[src/design/acc_pkg.sv]
package acc_pkg;

  // Configuration register indexes.
  localparam int CFG_ADDR_W = 3;
  localparam logic [CFG_ADDR_W-1:0] CFG_CLK_EXT     = 3'd0;
  localparam logic [CFG_ADDR_W-1:0] CFG_RC_PERIOD   = 3'd1;
  localparam logic [CFG_ADDR_W-1:0] CFG_CPI         = 3'd2;
  localparam logic [CFG_ADDR_W-1:0] CFG_RES_BITS    = 3'd3;
  localparam logic [CFG_ADDR_W-1:0] CFG_RIGHT_JUST  = 3'd4;
  localparam logic [CFG_ADDR_W-1:0] CFG_LOW_PRESENT = 3'd5;

  // Control byte bit positions.
  localparam int BIT_ADON = 0;
  localparam int BIT_DONE = 1;
  localparam int BIT_GO   = 2;

  // Clock-select codes in control bits 7:6.
  localparam logic [1:0] CS_DIV2  = 2'd0;
  localparam logic [1:0] CS_DIV8  = 2'd1;
  localparam logic [1:0] CS_DIV32 = 2'd2;

  // Channel field width that drives the analog multiplexer.
  localparam int CHANNEL_SELECT_BITS = 3;
  localparam logic [2:0] CHAN_MASK = 3'((1 << CHANNEL_SELECT_BITS) - 1);

  // Widest conversion result and the reciprocal used for a divide by three.
  localparam int MAX_RES_BITS = 10;
  localparam logic [11:0] RECIP3 = 12'd2731;
  localparam int OUT_W = 32;

  typedef enum logic [1:0] {
    PH_IDLE = 2'd0,
    PH_ACQ  = 2'd1,
    PH_CONV = 2'd2
  } phase_t;

  // Commands from the controller to the datapath.
  typedef struct packed {
    logic step;
    logic mul;
    logic load;
    logic pack;
  } acc_cmd_t;

  // Status from the datapath to the controller.
  typedef struct packed {
    logic finish;
    logic div_busy;
  } acc_status_t;

  // Oscillator cycles per tick, saturated into 1..4.
  function automatic logic [2:0] eff_cpi(input logic [2:0] c);
    logic [2:0] r;
    r = c;
    if (c == 3'd0) r = 3'd1;
    if (c > 3'd4) r = 3'd4;
    return r;
  endfunction

  // Resolution, saturated into 8..10.
  function automatic logic [3:0] eff_bits(input logic [3:0] b);
    logic [3:0] r;
    r = b;
    if (b < 4'd8) r = 4'd8;
    if (b > 4'd10) r = 4'd10;
    return r;
  endfunction

  // Full-scale code for an effective resolution.
  function automatic logic [MAX_RES_BITS-1:0] scale_of(input logic [3:0] b);
    logic [MAX_RES_BITS-1:0] r;
    case (b)
      4'd8:    r = 10'd255;
      4'd9:    r = 10'd511;
      default: r = 10'd1023;
    endcase
    return r;
  endfunction

  // Conversion clock period in oscillator cycles for a clock-select code.
  function automatic logic [7:0] period_of(input logic [1:0] cs, input logic ext,
                                           input logic [7:0] rc);
    logic [7:0] r;
    unique case (cs)
      CS_DIV2:  r = ext ? 8'd4 : 8'd2;
      CS_DIV8:  r = ext ? 8'd16 : 8'd8;
      CS_DIV32: r = ext ? 8'd64 : 8'd32;
      default:  r = (rc < 8'd2) ? 8'd2 : rc;
    endcase
    return r;
  endfunction

  // Divide a tick count by an effective cpi of 1..4; three uses a reciprocal.
  function automatic logic [11:0] div_cpi(input logic [11:0] x, input logic [2:0] cpi);
    logic [23:0] p;
    logic [11:0] r;
    p = 24'(x) * 24'(RECIP3);
    case (cpi)
      3'd1:    r = x;
      3'd2:    r = x >> 1;
      3'd3:    r = {1'b0, p[23:13]};
      default: r = x >> 2;
    endcase
    return r;
  endfunction

endpackage

[src/design/acc_div.sv]
module acc_div #(
  parameter int DW = 28,
  parameter int VW = 17,
  parameter int QW = 10
) (
  input  logic          clk,
  input  logic          rst_n,
  input  logic          load,
  input  logic [DW-1:0] dividend,
  input  logic [VW-1:0] divisor,
  output logic          busy,
  output logic [QW-1:0] quotient
);

  localparam int SW = VW + QW - 1;
  localparam int CW = $clog2(QW + 1);

  logic [DW-1:0] rem_r;
  logic [SW-1:0] sh_r;
  logic [QW-1:0] q_r;
  logic [CW-1:0] cnt_r;
  logic          ge;

  // Trial subtract of the shifted divisor, one quotient bit per cycle.
  assign ge = rem_r >= DW'(sh_r);
  assign busy = cnt_r != '0;
  assign quotient = q_r;

  // Step counter.
  always_ff @(posedge clk) begin
    if (!rst_n) begin
      cnt_r <= '0;
    end else if (load) begin
      cnt_r <= CW'(QW);
    end else if (busy) begin
      cnt_r <= cnt_r - 1'b1;
    end
  end

  // Remainder, shifted divisor and quotient.
  always_ff @(posedge clk) begin
    if (load) begin
      rem_r <= dividend;
      sh_r  <= SW'(divisor) << (QW - 1);
      q_r   <= '0;
    end else if (busy) begin
      if (ge) begin
        rem_r <= rem_r - DW'(sh_r);
      end
      sh_r <= sh_r >> 1;
      q_r  <= {q_r[QW-2:0], ge};
    end
  end

endmodule

[src/design/acc_datapath.sv]
module acc_datapath #(
  parameter int LEVEL_BITS = 16
) (
  input  logic                          clk,
  input  logic                          rst_n,
  input  logic                          cfg_we,
  input  logic [acc_pkg::CFG_ADDR_W-1:0] cfg_addr,
  input  logic [7:0]                    cfg_wdata,
  input  logic                          item_op,
  input  logic [7:0]                    item_wval,
  input  logic [LEVEL_BITS-1:0]         item_vin,
  input  logic [LEVEL_BITS-1:0]         item_vhi,
  input  logic [LEVEL_BITS-1:0]         item_vlo,
  input  acc_pkg::acc_cmd_t             cmd,
  output acc_pkg::acc_status_t          status,
  output logic [7:0]                    control_value,
  output logic [7:0]                    result_high,
  output logic [7:0]                    result_low,
  output logic [2:0]                    selected_channel,
  output logic [1:0]                    phase,
  output logic                          done_interrupt
);
  import acc_pkg::*;

  localparam int QW = MAX_RES_BITS;
  localparam int PW = LEVEL_BITS + QW;
  localparam int DW = LEVEL_BITS + QW + 2;
  localparam int VW = LEVEL_BITS + 1;

  // Configuration registers.
  logic       cfg_ext_r;
  logic [7:0] cfg_rc_r;
  logic [2:0] cfg_cpi_r;
  logic [3:0] cfg_bits_r;
  logic       cfg_rj_r;
  logic       cfg_low_r;

  // Architectural state.
  logic [7:0]            ctrl_r, ctrl_nxt;
  phase_t                phase_r, phase_nxt;
  logic [11:0]           ticks_r, ticks_nxt;
  logic [7:0]            period_r, period_nxt;
  logic [LEVEL_BITS-1:0] vin_r, vhi_r, vlo_r;
  logic [7:0]            res0_r, res0_nxt, res1_r, res1_nxt;
  logic                  done_r, done_nxt;
  logic                  sample;

  // Conversion arithmetic.
  logic [PW-1:0]         prod_r;
  logic [LEVEL_BITS-1:0] den_r;
  logic                  zero_r, full_r;
  logic [QW-1:0]         quotient;
  logic [QW-1:0]         conv;
  logic [QW-1:0]         scale;
  logic [3:0]            bits_eff;
  logic                  div_busy;

  // Tick counts.
  logic [7:0]  period_sel;
  logic [11:0] tick_base, tick_load, ticks_dec;
  logic        finish;

  // Configuration write decode.
  always_ff @(posedge clk) begin
    if (!rst_n) begin
      cfg_ext_r  <= 1'b0;
      cfg_rc_r   <= 8'd6;
      cfg_cpi_r  <= 3'd4;
      cfg_bits_r <= 4'd8;
      cfg_rj_r   <= 1'b0;
      cfg_low_r  <= 1'b0;
    end else if (cfg_we) begin
      unique case (cfg_addr)
        CFG_CLK_EXT:     cfg_ext_r  <= cfg_wdata[0];
        CFG_RC_PERIOD:   cfg_rc_r   <= cfg_wdata;
        CFG_CPI:         cfg_cpi_r  <= cfg_wdata[2:0];
        CFG_RES_BITS:    cfg_bits_r <= cfg_wdata[3:0];
        CFG_RIGHT_JUST:  cfg_rj_r   <= cfg_wdata[0];
        CFG_LOW_PRESENT: cfg_low_r  <= cfg_wdata[0];
        default: ;
      endcase
    end
  end

  // Phase length: twice the period on a start, resolution times period at sampling.
  assign bits_eff   = eff_bits(cfg_bits_r);
  assign scale      = scale_of(bits_eff);
  assign period_sel = period_of(item_wval[7:6], cfg_ext_r, cfg_rc_r);
  assign tick_base  = item_op ? {3'b000, period_sel, 1'b0} : 12'(bits_eff * period_r);
  assign tick_load  = div_cpi(tick_base, eff_cpi(cfg_cpi_r));
  assign ticks_dec  = ticks_r - 1'b1;

  // Final code: clamped ends or the rounded quotient.
  assign conv = zero_r ? '0 : (full_r ? scale : quotient);

  // Next state for a request and for the end of a conversion.
  always_comb begin
    ctrl_nxt   = ctrl_r;
    phase_nxt  = phase_r;
    ticks_nxt  = ticks_r;
    period_nxt = period_r;
    res0_nxt   = res0_r;
    res1_nxt   = res1_r;
    done_nxt   = done_r;
    sample     = 1'b0;
    finish     = 1'b0;
    if (item_op) begin
      if (item_wval[BIT_ADON]) begin
        if (item_wval[BIT_GO] && !ctrl_r[BIT_GO]) begin
          ticks_nxt = tick_load;
          phase_nxt = PH_ACQ;
        end
      end else begin
        phase_nxt = PH_IDLE;
      end
      ctrl_nxt   = item_wval;
      period_nxt = period_sel;
    end else if (phase_r != PH_IDLE) begin
      ticks_nxt = ticks_dec;
      if (ticks_dec == '0) begin
        if (phase_r == PH_ACQ) begin
          sample    = 1'b1;
          ticks_nxt = tick_load;
          phase_nxt = PH_CONV;
          finish    = tick_load == '0;
        end else begin
          finish = 1'b1;
        end
      end
    end
    if (cmd.step) begin
      done_nxt = 1'b0;
    end else begin
      ctrl_nxt   = ctrl_r;
      phase_nxt  = phase_r;
      ticks_nxt  = ticks_r;
      period_nxt = period_r;
    end
    if (cmd.pack) begin
      if (cfg_low_r) begin
        if (cfg_rj_r) begin
          res1_nxt = conv[7:0];
          res0_nxt = {6'b000000, conv[9:8]};
        end else begin
          res1_nxt = {conv[1:0], 6'b000000};
          res0_nxt = conv[9:2];
        end
      end else begin
        res0_nxt = conv[7:0];
      end
      ctrl_nxt            = ctrl_r;
      ctrl_nxt[BIT_GO]    = 1'b0;
      ctrl_nxt[BIT_DONE]  = 1'b1;
      phase_nxt           = PH_IDLE;
      done_nxt            = 1'b1;
    end
  end

  // State registers.
  always_ff @(posedge clk) begin
    if (!rst_n) begin
      ctrl_r   <= '0;
      phase_r  <= PH_IDLE;
      ticks_r  <= '0;
      period_r <= '0;
      res0_r   <= '0;
      res1_r   <= '0;
      done_r   <= 1'b0;
      vin_r    <= '0;
      vhi_r    <= '0;
      vlo_r    <= '0;
    end else begin
      ctrl_r   <= ctrl_nxt;
      phase_r  <= phase_nxt;
      ticks_r  <= ticks_nxt;
      period_r <= period_nxt;
      res0_r   <= res0_nxt;
      res1_r   <= res1_nxt;
      done_r   <= done_nxt;
      if (cmd.step && sample) begin
        vin_r <= item_vin;
        vhi_r <= item_vhi;
        vlo_r <= item_vlo;
      end
    end
  end

  // Numerator product and clamp flags from the sampled levels.
  always_ff @(posedge clk) begin
    if (cmd.mul) begin
      den_r  <= vhi_r - vlo_r;
      prod_r <= PW'(scale) * PW'(vin_r - vlo_r);
      zero_r <= (vhi_r <= vlo_r) || (vin_r <= vlo_r);
      full_r <= vin_r >= vhi_r;
    end
  end

  // Rounded division (2*num + den) / (2*den).
  acc_div #(
    .DW(DW),
    .VW(VW),
    .QW(QW)
  ) u_div (
    .clk     (clk),
    .rst_n   (rst_n),
    .load    (cmd.load),
    .dividend({prod_r, 1'b0} + DW'(den_r)),
    .divisor ({den_r, 1'b0}),
    .busy    (div_busy),
    .quotient(quotient)
  );

  assign status = '{finish: finish, div_busy: div_busy};

  // Result fields.
  assign control_value    = ctrl_r;
  assign result_high      = res0_r;
  assign result_low       = cfg_low_r ? res1_r : 8'd0;
  assign selected_channel = ctrl_r[5:3] & CHAN_MASK;
  assign phase            = phase_r;
  assign done_interrupt   = done_r;

endmodule

[src/design/acc_ctrl.sv]
module acc_ctrl (
  input  logic                 clk,
  input  logic                 rst_n,
  input  logic                 in_valid,
  output logic                 in_ready,
  output logic                 out_valid,
  input  logic                 out_ready,
  output acc_pkg::acc_cmd_t    cmd,
  input  acc_pkg::acc_status_t status
);
  import acc_pkg::*;

  typedef enum logic [4:0] {
    ST_IDLE = 5'b00001,
    ST_MUL  = 5'b00010,
    ST_LOAD = 5'b00100,
    ST_DIV  = 5'b01000,
    ST_OUT  = 5'b10000
  } ctrl_state_t;

  ctrl_state_t state_r, state_nxt;

  assign in_ready  = state_r == ST_IDLE;
  assign out_valid = state_r == ST_OUT;

  // Sequencing: a request either answers at once or runs the conversion end.
  always_comb begin
    cmd       = '0;
    state_nxt = state_r;
    unique case (state_r)
      ST_IDLE: begin
        if (in_valid) begin
          cmd.step  = 1'b1;
          state_nxt = status.finish ? ST_MUL : ST_OUT;
        end
      end
      ST_MUL: begin
        cmd.mul   = 1'b1;
        state_nxt = ST_LOAD;
      end
      ST_LOAD: begin
        cmd.load  = 1'b1;
        state_nxt = ST_DIV;
      end
      ST_DIV: begin
        if (!status.div_busy) begin
          cmd.pack  = 1'b1;
          state_nxt = ST_OUT;
        end
      end
      ST_OUT: begin
        if (out_ready) state_nxt = ST_IDLE;
      end
      default: state_nxt = ST_IDLE;
    endcase
  end

  always_ff @(posedge clk) begin
    if (!rst_n) begin
      state_r <= ST_IDLE;
    end else begin
      state_r <= state_nxt;
    end
  end

endmodule

[src/design/adc_conversion_controller.sv]
// Control block of a successive-approximation A/D converter.
// The input stream carries one request per beat: tuser 0 is an
// instruction-cycle tick, tuser 1 writes the control byte. Every request
// returns exactly one result beat holding the control byte, both result
// registers, the selected channel, the phase and a one-beat done flag.
// Configuration registers are written through cfg_we/cfg_addr/cfg_wdata.
// The user must write them while no request is in flight; the block does
// not enforce this. A write or an ordinary tick answers in the cycle
// after acceptance. The tick that completes a conversion answers after
// the scale multiply, the divider load and the divider run, which
// retires one quotient bit per cycle. One request is handled at a time;
// the next one is taken in the cycle after its result beat leaves.
// While the receiver stalls, the result beat holds and in_tready stays low.
// Reset (rst_n low, synchronous) restores the register defaults, idles the
// converter and clears the result registers.
module adc_conversion_controller #(
  parameter int LEVEL_BITS = 16
) (
  input  logic                              clk,
  input  logic                              rst_n,
  input  logic                              in_tvalid,
  output logic                              in_tready,
  // tdata: write_value, channel_level, ref_high_level, ref_low_level
  input  logic [((8+3*LEVEL_BITS+7)/8)*8-1:0] in_tdata,
  // tuser: operation
  input  logic                              in_tuser,
  output logic                              out_tvalid,
  input  logic                              out_tready,
  // tdata: control_value, result_high, result_low, selected_channel, phase,
  // done_interrupt
  output logic [acc_pkg::OUT_W-1:0]         out_tdata,
  input  logic                              cfg_we,
  input  logic [acc_pkg::CFG_ADDR_W-1:0]    cfg_addr,
  input  logic [7:0]                        cfg_wdata
);
  import acc_pkg::*;

  localparam int L = LEVEL_BITS;

  acc_cmd_t    cmd;
  acc_status_t status;
  logic [7:0]  control_value, result_high, result_low;
  logic [2:0]  selected_channel;
  logic [1:0]  phase;
  logic        done_interrupt;

  acc_ctrl u_ctrl (
    .clk      (clk),
    .rst_n    (rst_n),
    .in_valid (in_tvalid),
    .in_ready (in_tready),
    .out_valid(out_tvalid),
    .out_ready(out_tready),
    .cmd      (cmd),
    .status   (status)
  );

  acc_datapath #(
    .LEVEL_BITS(LEVEL_BITS)
  ) u_dp (
    .clk             (clk),
    .rst_n           (rst_n),
    .cfg_we          (cfg_we),
    .cfg_addr        (cfg_addr),
    .cfg_wdata       (cfg_wdata),
    .item_op         (in_tuser),
    .item_wval       (in_tdata[7:0]),
    .item_vin        (in_tdata[8+L-1:8]),
    .item_vhi        (in_tdata[8+2*L-1:8+L]),
    .item_vlo        (in_tdata[8+3*L-1:8+2*L]),
    .cmd             (cmd),
    .status          (status),
    .control_value   (control_value),
    .result_high     (result_high),
    .result_low      (result_low),
    .selected_channel(selected_channel),
    .phase           (phase),
    .done_interrupt  (done_interrupt)
  );

  assign out_tdata = {2'b00, done_interrupt, phase, selected_channel,
                      result_low, result_high, control_value};

endmodule

[config.mk]
export PLATFORM = sky130hd
export DESIGN_NAME = adc_conversion_controller
export DESIGN_NICKNAME = d
export VERILOG_FILES = /design/src/design/acc_pkg.sv /design/src/design/acc_div.sv /design/src/design/acc_datapath.sv /design/src/design/acc_ctrl.sv /design/src/design/adc_conversion_controller.sv
export SDC_FILE = /design/constraint.sdc
export NUM_CORES = 1
export LEC_CHECK = 0
export BUFFER_PORTS_ARGS = -buffer_cell sky130_fd_sc_hd__buf_4
export CAP_MARGIN = 20
export CORE_ASPECT_RATIO = 1.4
export CORE_UTILIZATION = 45
export DETAILED_ROUTE_END_ITERATION = 10
export SKIP_CTS_REPAIR_TIMING = 1
export SYNTH_ARGS = -nofsm -noshare
export SYNTH_HDL_FRONTEND = slang
export SYNTH_SLANG_ARGS = --single-unit
[constraint.sdc]
create_clock -name clk -period 8.8 [get_ports clk]
set_clock_uncertainty 0.1 [all_clocks]
set_input_delay 1.32 -clock clk [delete_from_list [all_inputs] [get_ports clk]]
set_output_delay 1.32 -clock clk [all_outputs]
set_load 0.01 [all_outputs]
### After elaboration in Yosys (flattened, before gate mapping)

Index checks and enable logic that the tools add are counted.

| storage, ports and cells | value |
|---|---|
| bits in registers | 230 |
| input port bits | 73 |
| output and inout bits | 34 |

| cells by class | value |
|---|---|
| add/sub/neg operators | 6 |
| $mul | 3 |
| order comparisons | 8 |
| equal/unequal tests | 24 |
| multiplexer cells | 61 |
| bitwise logic cells | 2 |
| reduce and logical (&&, ||, !) cells | 34 |

Operator list:

| operator | number |
|---|---|
| $mux W12 | 7 |
| $mux W28 | 3 |
| $mux W26 | 2 |
| $mux W8 | 5 |
| $pmux W12 S3 | 1 |
| $le A16 B16 Y1 | 2 |
| $add A27 B16 Y28 | 1 |
| $ge A28 B26 Y1 | 1 |
| $sub A28 B26 Y28 | 1 |
| $mul A10 B26 Y26 | 1 |
| $mux W5 | 5 |
| $pmux W5 S5 | 1 |
| $logic_not A12 Y1 | 2 |
| $mul A12 B12 Y24 const B | 1 |
| $pmux W8 S3 | 1 |
| $mux W10 | 2 |
| $pmux W10 S2 | 1 |
| $reduce_and A2 Y1 | 10 |
| $mux W2 | 9 |
| $sub A16 B16 Y17 | 1 |
| $ge A16 B16 Y1 | 1 |
| $mux W1 | 16 |
| $mux W4 | 4 |
| $reduce_bool A2 Y1 | 8 |
| 35 further kinds | 52 |

### Longest topological paths before layout

Gate-level depths: netlist of run 1.

| depth | value |
|---|---|
| word-level depth | 15 |
| mapped depth | 33 |
| mapped depth without buffers | 33 |

### Hierarchy

Synthesis of run 1 repeated with hierarchy kept, for this count alone.

| second synthesis, totals | value |
|---|---|
| cell total of the unflattened synthesis | 2,549 |
| area, all modules | 22,140.0 µm² |

Modules (own cells, without submodules):

| module | instances | cells each | area an instance (µm²) |
|---|---|---|---|
| acc_datapath | 1 | 2,007 | 17,449.2 |
| acc_div | 1 | 501 | 4,336.7 |
| acc_ctrl | 1 | 37 | 327.8 |
| adc_conversion_controller | 1 | 4 | 26.3 |

### Worst setup path before layout of run 1

Ideal clock, no wire load.

| path | value |
|---|---|
| kind | register -> register |
| start point | reg u_dp.cfg_bits_r[1] |
| end point | reg u_ctrl.state_r[1] |
| data arrival time | 8,044 ps |
| required time | 8,627 ps |
| path slack | 584 ps |
| stages on the path, launching flop included | 33 |
| path buffers | 0 |
| clock period less this slack | 8,216 ps |
| cell sequence | dfxtp_1 o21ai_1 nor2_1 fa_1 inv_1 fa_1 inv_1 fa_1 a211o_1 a21o_1 a2111oi_4 nor3_1 or3b_4 clkinv_2 ha_1 ha_1 inv_1 fa_1 inv_1 fa_1 inv_1 fa_1 inv_1 ha_1 o211ai_1 o21ai_0 a211oi_1 a21oi_2 a2111oi_2 nor3_1 o41ai_1 a41o_1 nor3b_2 |

| between the ends | value |
|---|---|
| longest elaborated chain between the ends | 15 |
| elaborated cells between the ends (all ways) | 16 |
| classes of those cells | 2 x mul; 2 x order compare; 11 x mux; 1 x reduce/logical |

Ends and longest elaborated chain:

| what | RTL line | source |
|---|---|---|
| start: declaration | acc_datapath.sv:34 | `logic [3:0] cfg_bits_r;` |
| start signal: assignment | acc_datapath.sv:77 | `CFG_RES_BITS: cfg_bits_r <= cfg_wdata[3:0];` |
| $lt A4 B4 Y1 | acc_pkg.sv:64 | `if (b < 4'd8) r = 4'd8;` |
| $mux W4 | acc_pkg.sv:64 |  |
| $mux W4 * | acc_pkg.sv:65 | `if (b > 4'd10) r = 4'd10;` |
| $mul A4 B8 Y12 * | acc_datapath.sv:89 | `assign tick_base = item_op ? {3'b000, period_sel, 1'b0} : 12'(bits_eff * period_r);` |
| $mux W12 * | acc_datapath.sv:89 |  |
| $mul A12 B12 Y24 | acc_pkg.sv:97 | `p = 24'(x) * 24'(RECIP3);` |
| $pmux W12 S3 * | acc_pkg.sv:98 | `case (cpi)` |
| $logic_not A12 Y1 * | acc_datapath.sv:125 | `finish = tick_load == '0;` |
| $mux W1 * | acc_datapath.sv:121 | `if (phase_r == PH_ACQ) begin` |
| $mux W1 * | acc_datapath.sv:120 | `if (ticks_dec == '0) begin` |
| $mux W1 * | acc_datapath.sv:118 | `end else if (phase_r != PH_IDLE) begin` |
| $mux W1 * | acc_datapath.sv:107 | `if (item_op) begin` |
| $mux W5 * | acc_ctrl.sv:34 | `state_nxt = status.finish ? ST_MUL : ST_OUT;` |
| $mux W5 * | acc_ctrl.sv:32 | `if (in_valid) begin` |
| $pmux W5 S5 * | acc_ctrl.sv:30 | `unique case (state_r)` |
| end signal: assignment | acc_ctrl.sv:62 | `state_r <= state_nxt;` |
| end: declaration | acc_ctrl.sv:21 | `ctrl_state_t state_r, state_nxt;` |

Mark *: on every way between the ends. The rest lies on a longest branch, timed or not. The select of a mux whose other input is x is not followed.
A chain may end at the register's enable or synchronous reset.

### Final worst setup path of run 1

Ends and elaborated chain as after synthesis.

==> results of run 1 <==
==> layout make-up <==
class	count	area [µm²]
Fill cell	4519	23300
Multi-Input combinational cell	1832	14600
Sequential cell	230	5490
Inverter	338	1270
Timing Repair Buffer	126	946
Tap cell	624	781
Clock buffer	30	676
Clock inverter	16	123
==> cell families after synthesis <==
logic type,count (synthesis),synth area share [%]
mux,19,0.894
flops,230,25.5
compound gates,559,16.5
other cells,2,0.0348
fa+ha+maj,396,28.9
buf+inv,421,7.49
xor+xnor,105,4.27
simple gates,743,16.5
==> Yosys cell counts (8+ instances only) <==
| master | n | area share (%) |
|---|---|---|
| o21a_1 | 14 | 0.49 |
| o211ai_1 | 13 | 0.45 |
| a21boi_0 | 11 | 0.38 |
| a31oi_1 | 14 | 0.41 |
| or3_1 | 29 | 0.84 |
| nand3_1 | 42 | 0.98 |
| and2_1 | 22 | 0.64 |
| a211oi_1 | 23 | 0.80 |
| mux2i_1 | 17 | 0.79 |
| nor2b_1 | 28 | 0.81 |
| fa_1 | 170 | 16 |
| nand2b_1 | 24 | 0.70 |
| ha_1 | 226 | 13 |
| a21oi_1 | 221 | 5.1 |
| o31ai_1 | 13 | 0.45 |
| nor3b_1 | 8 | 0.28 |
| clkbuf_1 | 66 | 1.1 |
| nand4_1 | 15 | 0.44 |
| a211o_1 | 12 | 0.49 |
| nor2_1 | 132 | 2.3 |
| o21bai_1 | 9 | 0.31 |
| xor2_1 | 46 | 1.9 |
| or2_2 | 9 | 0.26 |
| xnor2_1 | 59 | 2.4 |
| nor3_1 | 43 | 1.0 |
| nand2_1 | 319 | 5.6 |
| nand4b_1 | 11 | 0.45 |
| dfxtp_1 | 142 | 13 |
| edfxtp_1 | 88 | 12 |
| and3_1 | 14 | 0.41 |
| o21ai_0 | 96 | 2.2 |
| a21o_1 | 40 | 1.4 |
| nor4_1 | 12 | 0.35 |
| inv_1 | 334 | 5.8 |
| a22o_1 | 15 | 0.61 |
==> registers in the layout, summed over array words and instances, names as in the netlist, 10 cells and up <==
name / cells
u_dp.u_div.rem_r: 28
u_dp.prod_r: 26
u_dp.u_div.sh_r: 26
u_dp.den_r: 16
u_dp.vhi_r: 16
u_dp.vin_r: 16
u_dp.vlo_r: 16
u_dp.ticks_r: 12
u_dp.u_div.quotient: 10
==> per-layer routing <==
metal,wire length (µm),up-vias
met5,0,-
met3,1520,117
met4,2380,0
met2,31000,324
li1,-,8591
met1,22500,8528
==> worst max path at each step <==
stage | slack [ns] | endpoint | startpoint
6_report | 0.36 | u_ctrl.state_r[1] | u_dp.cfg_bits_r[1]
2_1_floorplan | 0.58 | u_ctrl.state_r[1] | u_dp.cfg_bits_r[1]
5_1_grt | -0.005 | u_ctrl.state_r[1] | u_dp.cfg_bits_r[1]
3_5_place_dp | 0.05 | u_ctrl.state_r[1] | u_dp.cfg_bits_r[1]
3_3_place_gp | 0.19 | u_ctrl.state_r[1] | u_dp.cfg_bits_r[1]
4_1_cts | 0.004 | u_ctrl.state_r[1] | u_dp.cfg_bits_r[1]
==> where the power goes <==
part	total, mW	switching (mW)	leakage, nW	internal [mW]
Combinational	2.10	1.23	8.47	0.869
Sequential	1.49	0.100	2.09	1.39
Clock	1.04	0.481	0.386	0.559
==> worst reg2reg max path, delay by kind of cell, from the launching register on <==
kind	cells	cell delay (ns)
XOR/XNOR	1	0.15
AO/OA/AOI/OAI	11	2.48
buffers and inverters	7	0.47
flip-flops	1	0.35
AND/OR/NAND/NOR	5	1.03
adder cells (fa/ha/maj)	9	3.75
==> flow_metrics.tcl, run 1 <==
set metrics [dict create \
    cts_tree "built" \
    placed_area_mm2 0.0230 \
    post-route-drc-count 0 \
    synth.avg_cell_area_um2 8.71 \
    ys_types 89 \
    crit_top_cell "inv_1" \
    layout.nets 3022 \
    synthArstFlopShare_pct 0 \
    synth_edf_count 88 \
    pin_count 107 \
    track_usage_pct 23.9 \
    hold_viol_final 0 \
    min_period_ns 8.44 \
    path_depth 33 \
    outcome "complete, no violations" \
    gp_congestion 0.940 \
    yosys_warnings 0 \
    required_ns 9.15 \
    drv_slew 0 \
    ctsHtreeMaxLevel 1 \
    vias 17560 \
    cts_root_buf "clkbuf_16" \
    overflow 0 \
    worstHoldPathType "reg -> reg" \
    grt-busiest-layer "met2" \
    drt_first_pass_iters 5 \
    crit_fanout 5 \
    reg2reg_to "u_ctrl.state_r[1]" \
    hold_path_depth 2 \
    drive_above_1_share_pct 8.59 \
    syn_inst 2475 \
    setup_violations 0 \
    max_freq_ghz 0.119 \
    clockBufferDepth 3 \
    peakVddDrop_mv 0.131 \
    timing.slew.headroom_pct 31.5 \
    antenna_cells 0 \
    die_h_um 261 \
    cap_violations 0 \
    vias_per_cell 5.49 \
    slowest_stage "fa_1" \
    placed_cells 3149 \
    areaGrowthSynthToFinish_pct 10.8 \
    hpwl_um 46700 \
    total_power_mw 4.63 \
    rrSetupSlack_ns 0.36 \
    synth_ff_type "dfxtp_1" \
    clock-sinks 230 \
    synth-seq-cells 230 \
    drtIter0Drc 993 \
    leakage_nw 10.9 \
    p_per_area_mw_per_mm2 194 \
    r2r_cells 33 \
    stdcell_area_mm2 0.0239 \
    die-area_mm2 0.0488 \
    fin_ws_ns 0.364 \
    synth_area_mm2 0.0216 \
    clk_latency_ns 0.57 \
    whs_endpoint "u_dp.vlo_r[15]" \
    path_class "reg -> reg" \
    use_met3_pct 1.88 \
    slowest_delay_ns 0.54 \
    use_met2_pct 47.3 \
    critPathCaptureType "flop" \
    placementRows 94 \
    dpl_worst_slack_ns 0.0455 \
    hold_slack_ns 0.351 \
    worstMarginPinSlew_ns 1.02 \
    grt_pass1_vias 18072 \
    final_util_pct 50.6 \
    cts_buffers 25 \
    reg2reg_from "u_dp.cfg_bits_r[1]" \
    cp.arrival_ns 8.78 \
    grt_pass1_wl_um 93300 \
    cp-start-kind "flop" \
    yosysSeqAreaShare_pct 25.5 \
    grt_max_degree 70 \
    grt_antenna_before_repair 0 \
    final_cell_mix "inv_1, nand2_1, ha_1" \
    instances_no_fill 3196 \
    critical_path_buf_inv_count 7 \
    hp-start "u_dp.vlo_r[15]" \
    clk_pin_slew_ns 0.06 \
    initial_core_util_pct 45.7 \
    drt_wl_total_um 57400 \
    fin_crit_sh_pct 95.9 \
    port_buffers 104 \
    die_w_um 187 \
    setup_tns_ns 0 \
    layout_commonest_cell "inv_1" \
    path_delay_family "adder cells" \
    ant_nets 0 \
    coreArea_mm2 0.0472 \
    avgRoutedWirePerCell_um 18.0 \
    use_met1_pct 25.9 \
]
Power figures use the tool's default switching activity.
==> run 2, diff against run 1 <==
--- a/config.mk
+++ b/config.mk
@@ -10,6 +10,7 @@
 export CORE_ASPECT_RATIO = 1.4
 export CORE_UTILIZATION = 45
 export DETAILED_ROUTE_END_ITERATION = 10
+export RECOVER_POWER = 50
 export SKIP_CTS_REPAIR_TIMING = 1
 export SYNTH_ARGS = -nofsm -noshare
 export SYNTH_HDL_FRONTEND = slang
==> constraint.sdc (replaced) <==
create_clock -name clk -period 10.9 [get_ports clk]
set_clock_uncertainty 0.1 [all_clocks]
set_input_delay 1.635 -clock clk [delete_from_list [all_inputs] [get_ports clk]]
set_output_delay 1.635 -clock clk [all_outputs]
set_load 0.01 [all_outputs]
==> run 2 against run 1 <==
The run now ends with capacitance limit, slew limit left. Total power shrank 19%. Clock-buffer cell count grew 2. Non-clock buffer count shrank 11. Clock power shrank 16%. Design area shrank 0.97%. Critical path type unchanged. Largest cell class unchanged. Highest routed layer unchanged.
==> flow_metrics.tcl, run 2 (synthesis results as in run 1) <==
set metrics [dict create \
    outcome "finished with violations" \
    violations "capacitance limit, slew limit" \
    placementRows 94 \
    die_h_um 261 \
    max_freq_ghz 0.107 \
    cts_root_buf "clkbuf_16" \
    hold_path_depth 2 \
    crit_fanout 21 \
    clk_latency_ns 0.56 \
    cp-start-kind "flop" \
    use_met1_pct 26.5 \
    whs_endpoint "u_dp.vin_r[0]" \
    required_ns 11.29 \
    drt_first_pass_iters 4 \
    grt_max_degree 71 \
    use_met2_pct 46.4 \
    total_power_mw 3.74 \
    overflow 0 \
    gp_congestion 0.906 \
    vias_per_cell 5.48 \
    hold_viol_final 0 \
    largest_reg_flops 28 \
    areaGrowthSynthToFinish_pct 9.68 \
    final_cell_mix "inv_1, nand2_1, ha_1" \
    fin_ws_ns 1.59 \
    use_met3_pct 1.94 \
    hold_slack_ns 0.355 \
    die-area_mm2 0.0488 \
    regMostFlops "u_dp.u_div.rem_r" \
    pin_count 107 \
    peakVddDrop_mv 0.109 \
    p_per_area_mw_per_mm2 158 \
    r2r_cells 29 \
    cts_buffers 25 \
    worstHoldPathType "reg -> reg" \
    reg2reg_to "u_ctrl.state_r[1]" \
    worstMarginPinSlew_ns 3.28 \
    clk_pin_slew_ns 0.06 \
    vias 17451 \
    drtIter0Drc 805 \
    top_regs "u_dp.u_div.rem_r x28, u_dp.prod_r x26, u_dp.u_div.sh_r x26" \
    min_period_ns 9.31 \
    track_usage_pct 24.2 \
    drv_slew 222 \
    cap_violations 4 \
    grt-busiest-layer "met2" \
    setup_violations 0 \
    hpwl_um 46900 \
    clock-sinks 230 \
    ctsHtreeMaxLevel 1 \
    timing.slew.headroom_pct -119 \
    drt_wl_total_um 57700 \
    cp.arrival_ns 9.70 \
    setup_tns_ns 0 \
    grt_antenna_before_repair 0 \
    ant_nets 0 \
    grt_pass1_vias 18064 \
    slowest_delay_ns 0.68 \
    fillCellCount 4497 \
    layout_commonest_cell "inv_1" \
    die_w_um 187 \
    grt_pass1_wl_um 93900 \
    dpl_worst_slack_ns 1.62 \
    hp-start "u_dp.vin_r[0]" \
    slowest_stage "o21a_1" \
    clockBufferDepth 3 \
    path_class "reg -> reg" \
    avgRoutedWirePerCell_um 18.1 \
    cts_tree "built" \
    coreArea_mm2 0.0472 \
    port_buffers 104 \
    leakage_nw 10.8 \
    antenna_cells 0 \
    rsz0062_at_grt "false" \
    drive_above_1_share_pct 6.45 \
    fin_crit_sh_pct 85.4 \
    critPathCaptureType "flop" \
    instances_no_fill 3184 \
    rrSetupSlack_ns 1.59 \
    post-route-drc-count 0 \
    layout.nets 3011 \
    reg2reg_from "u_dp.cfg_bits_r[3]" \
    placed_cells 3138 \
    initial_core_util_pct 45.7 \
]
==> run 2: cell types whose count changed in the layout (fill, tap and decap cells not counted), moves of 3 or more <==
cell	delta
buf_4	-32
bufinv_16	+3
clkbuf_1	+23
clkinv_1	+3
dfxtp_1	+3
dfxtp_2	-3
==> run 2: layout make-up <==
| cell class | count | area [µm²] | area share [%] |
|---|---|---|---|
| clock inverter | 13 | 155 | 0.656 |
| multi-input combinational | 1832 | 14500 | 61.3 |
| timing repair buffer | 115 | 785 | 3.32 |
| tap | 624 | 781 | 3.30 |
| clock buffer | 32 | 666 | 2.82 |
| sequential | 230 | 5490 | 23.2 |
| inverter | 338 | 1270 | 5.37 |
==> run 2: critical path, delay by kind of cell (launching register included) <==
family          cells  cell delay [ns]
buf+inv             5             0.23
flops               1             0.41
fa+ha+maj           9             3.80
compound gates     12             4.26
simple gates        3             0.42
==> run 2: how the worst max path moves through the flow <==
stage | from | end | slack (ns) | cells after the start
after floorplan | u_dp.cfg_bits_r[1] | u_ctrl.state_r[1] | 2.68 | 32
after global placement | u_dp.cfg_bits_r[1] | u_ctrl.state_r[1] | 1.74 | 29
after detailed placement | u_dp.cfg_bits_r[3] | u_ctrl.state_r[4] | 1.62 | 29
after CTS | u_dp.cfg_bits_r[3] | u_ctrl.state_r[1] | 1.57 | 29
after global routing | u_dp.cfg_bits_r[1] | u_ctrl.state_r[1] | 1.09 | 30
final | u_dp.cfg_bits_r[3] | u_ctrl.state_r[1] | 1.59 | 29
==> run 2: metrics by stage <==
step / util [%] / cell area [µm²]
finish: 50.1 / 23600
global route: 50.1 / 23600
CTS: 50.3 / 23700
detailed placement: 48.5 / 22900
global placement: 48.5 / 22900
floorplan: - / 21600
==> run 2: where the power goes <==
| group | total (mW) | leakage (nW) | internal [mW] | switching (mW) |
|---|---|---|---|---|
| Combinational | 1.67 | 8.30 | 0.689 | 0.977 |
| Clock | 0.876 | 0.394 | 0.504 | 0.371 |
| Sequential | 1.20 | 2.09 | 1.12 | 0.0807 |
| Total | 3.74 | 10.8 | 2.32 | 1.43 |
==> run 2: metal layers <==
metal | wire length (µm) | part of all wire, %
met5 | 0 | 0
met3 | 1560 | 2.7
met1 | 22700 | 39
met2 | 30500 | 53
met4 | 3030 | 5.3
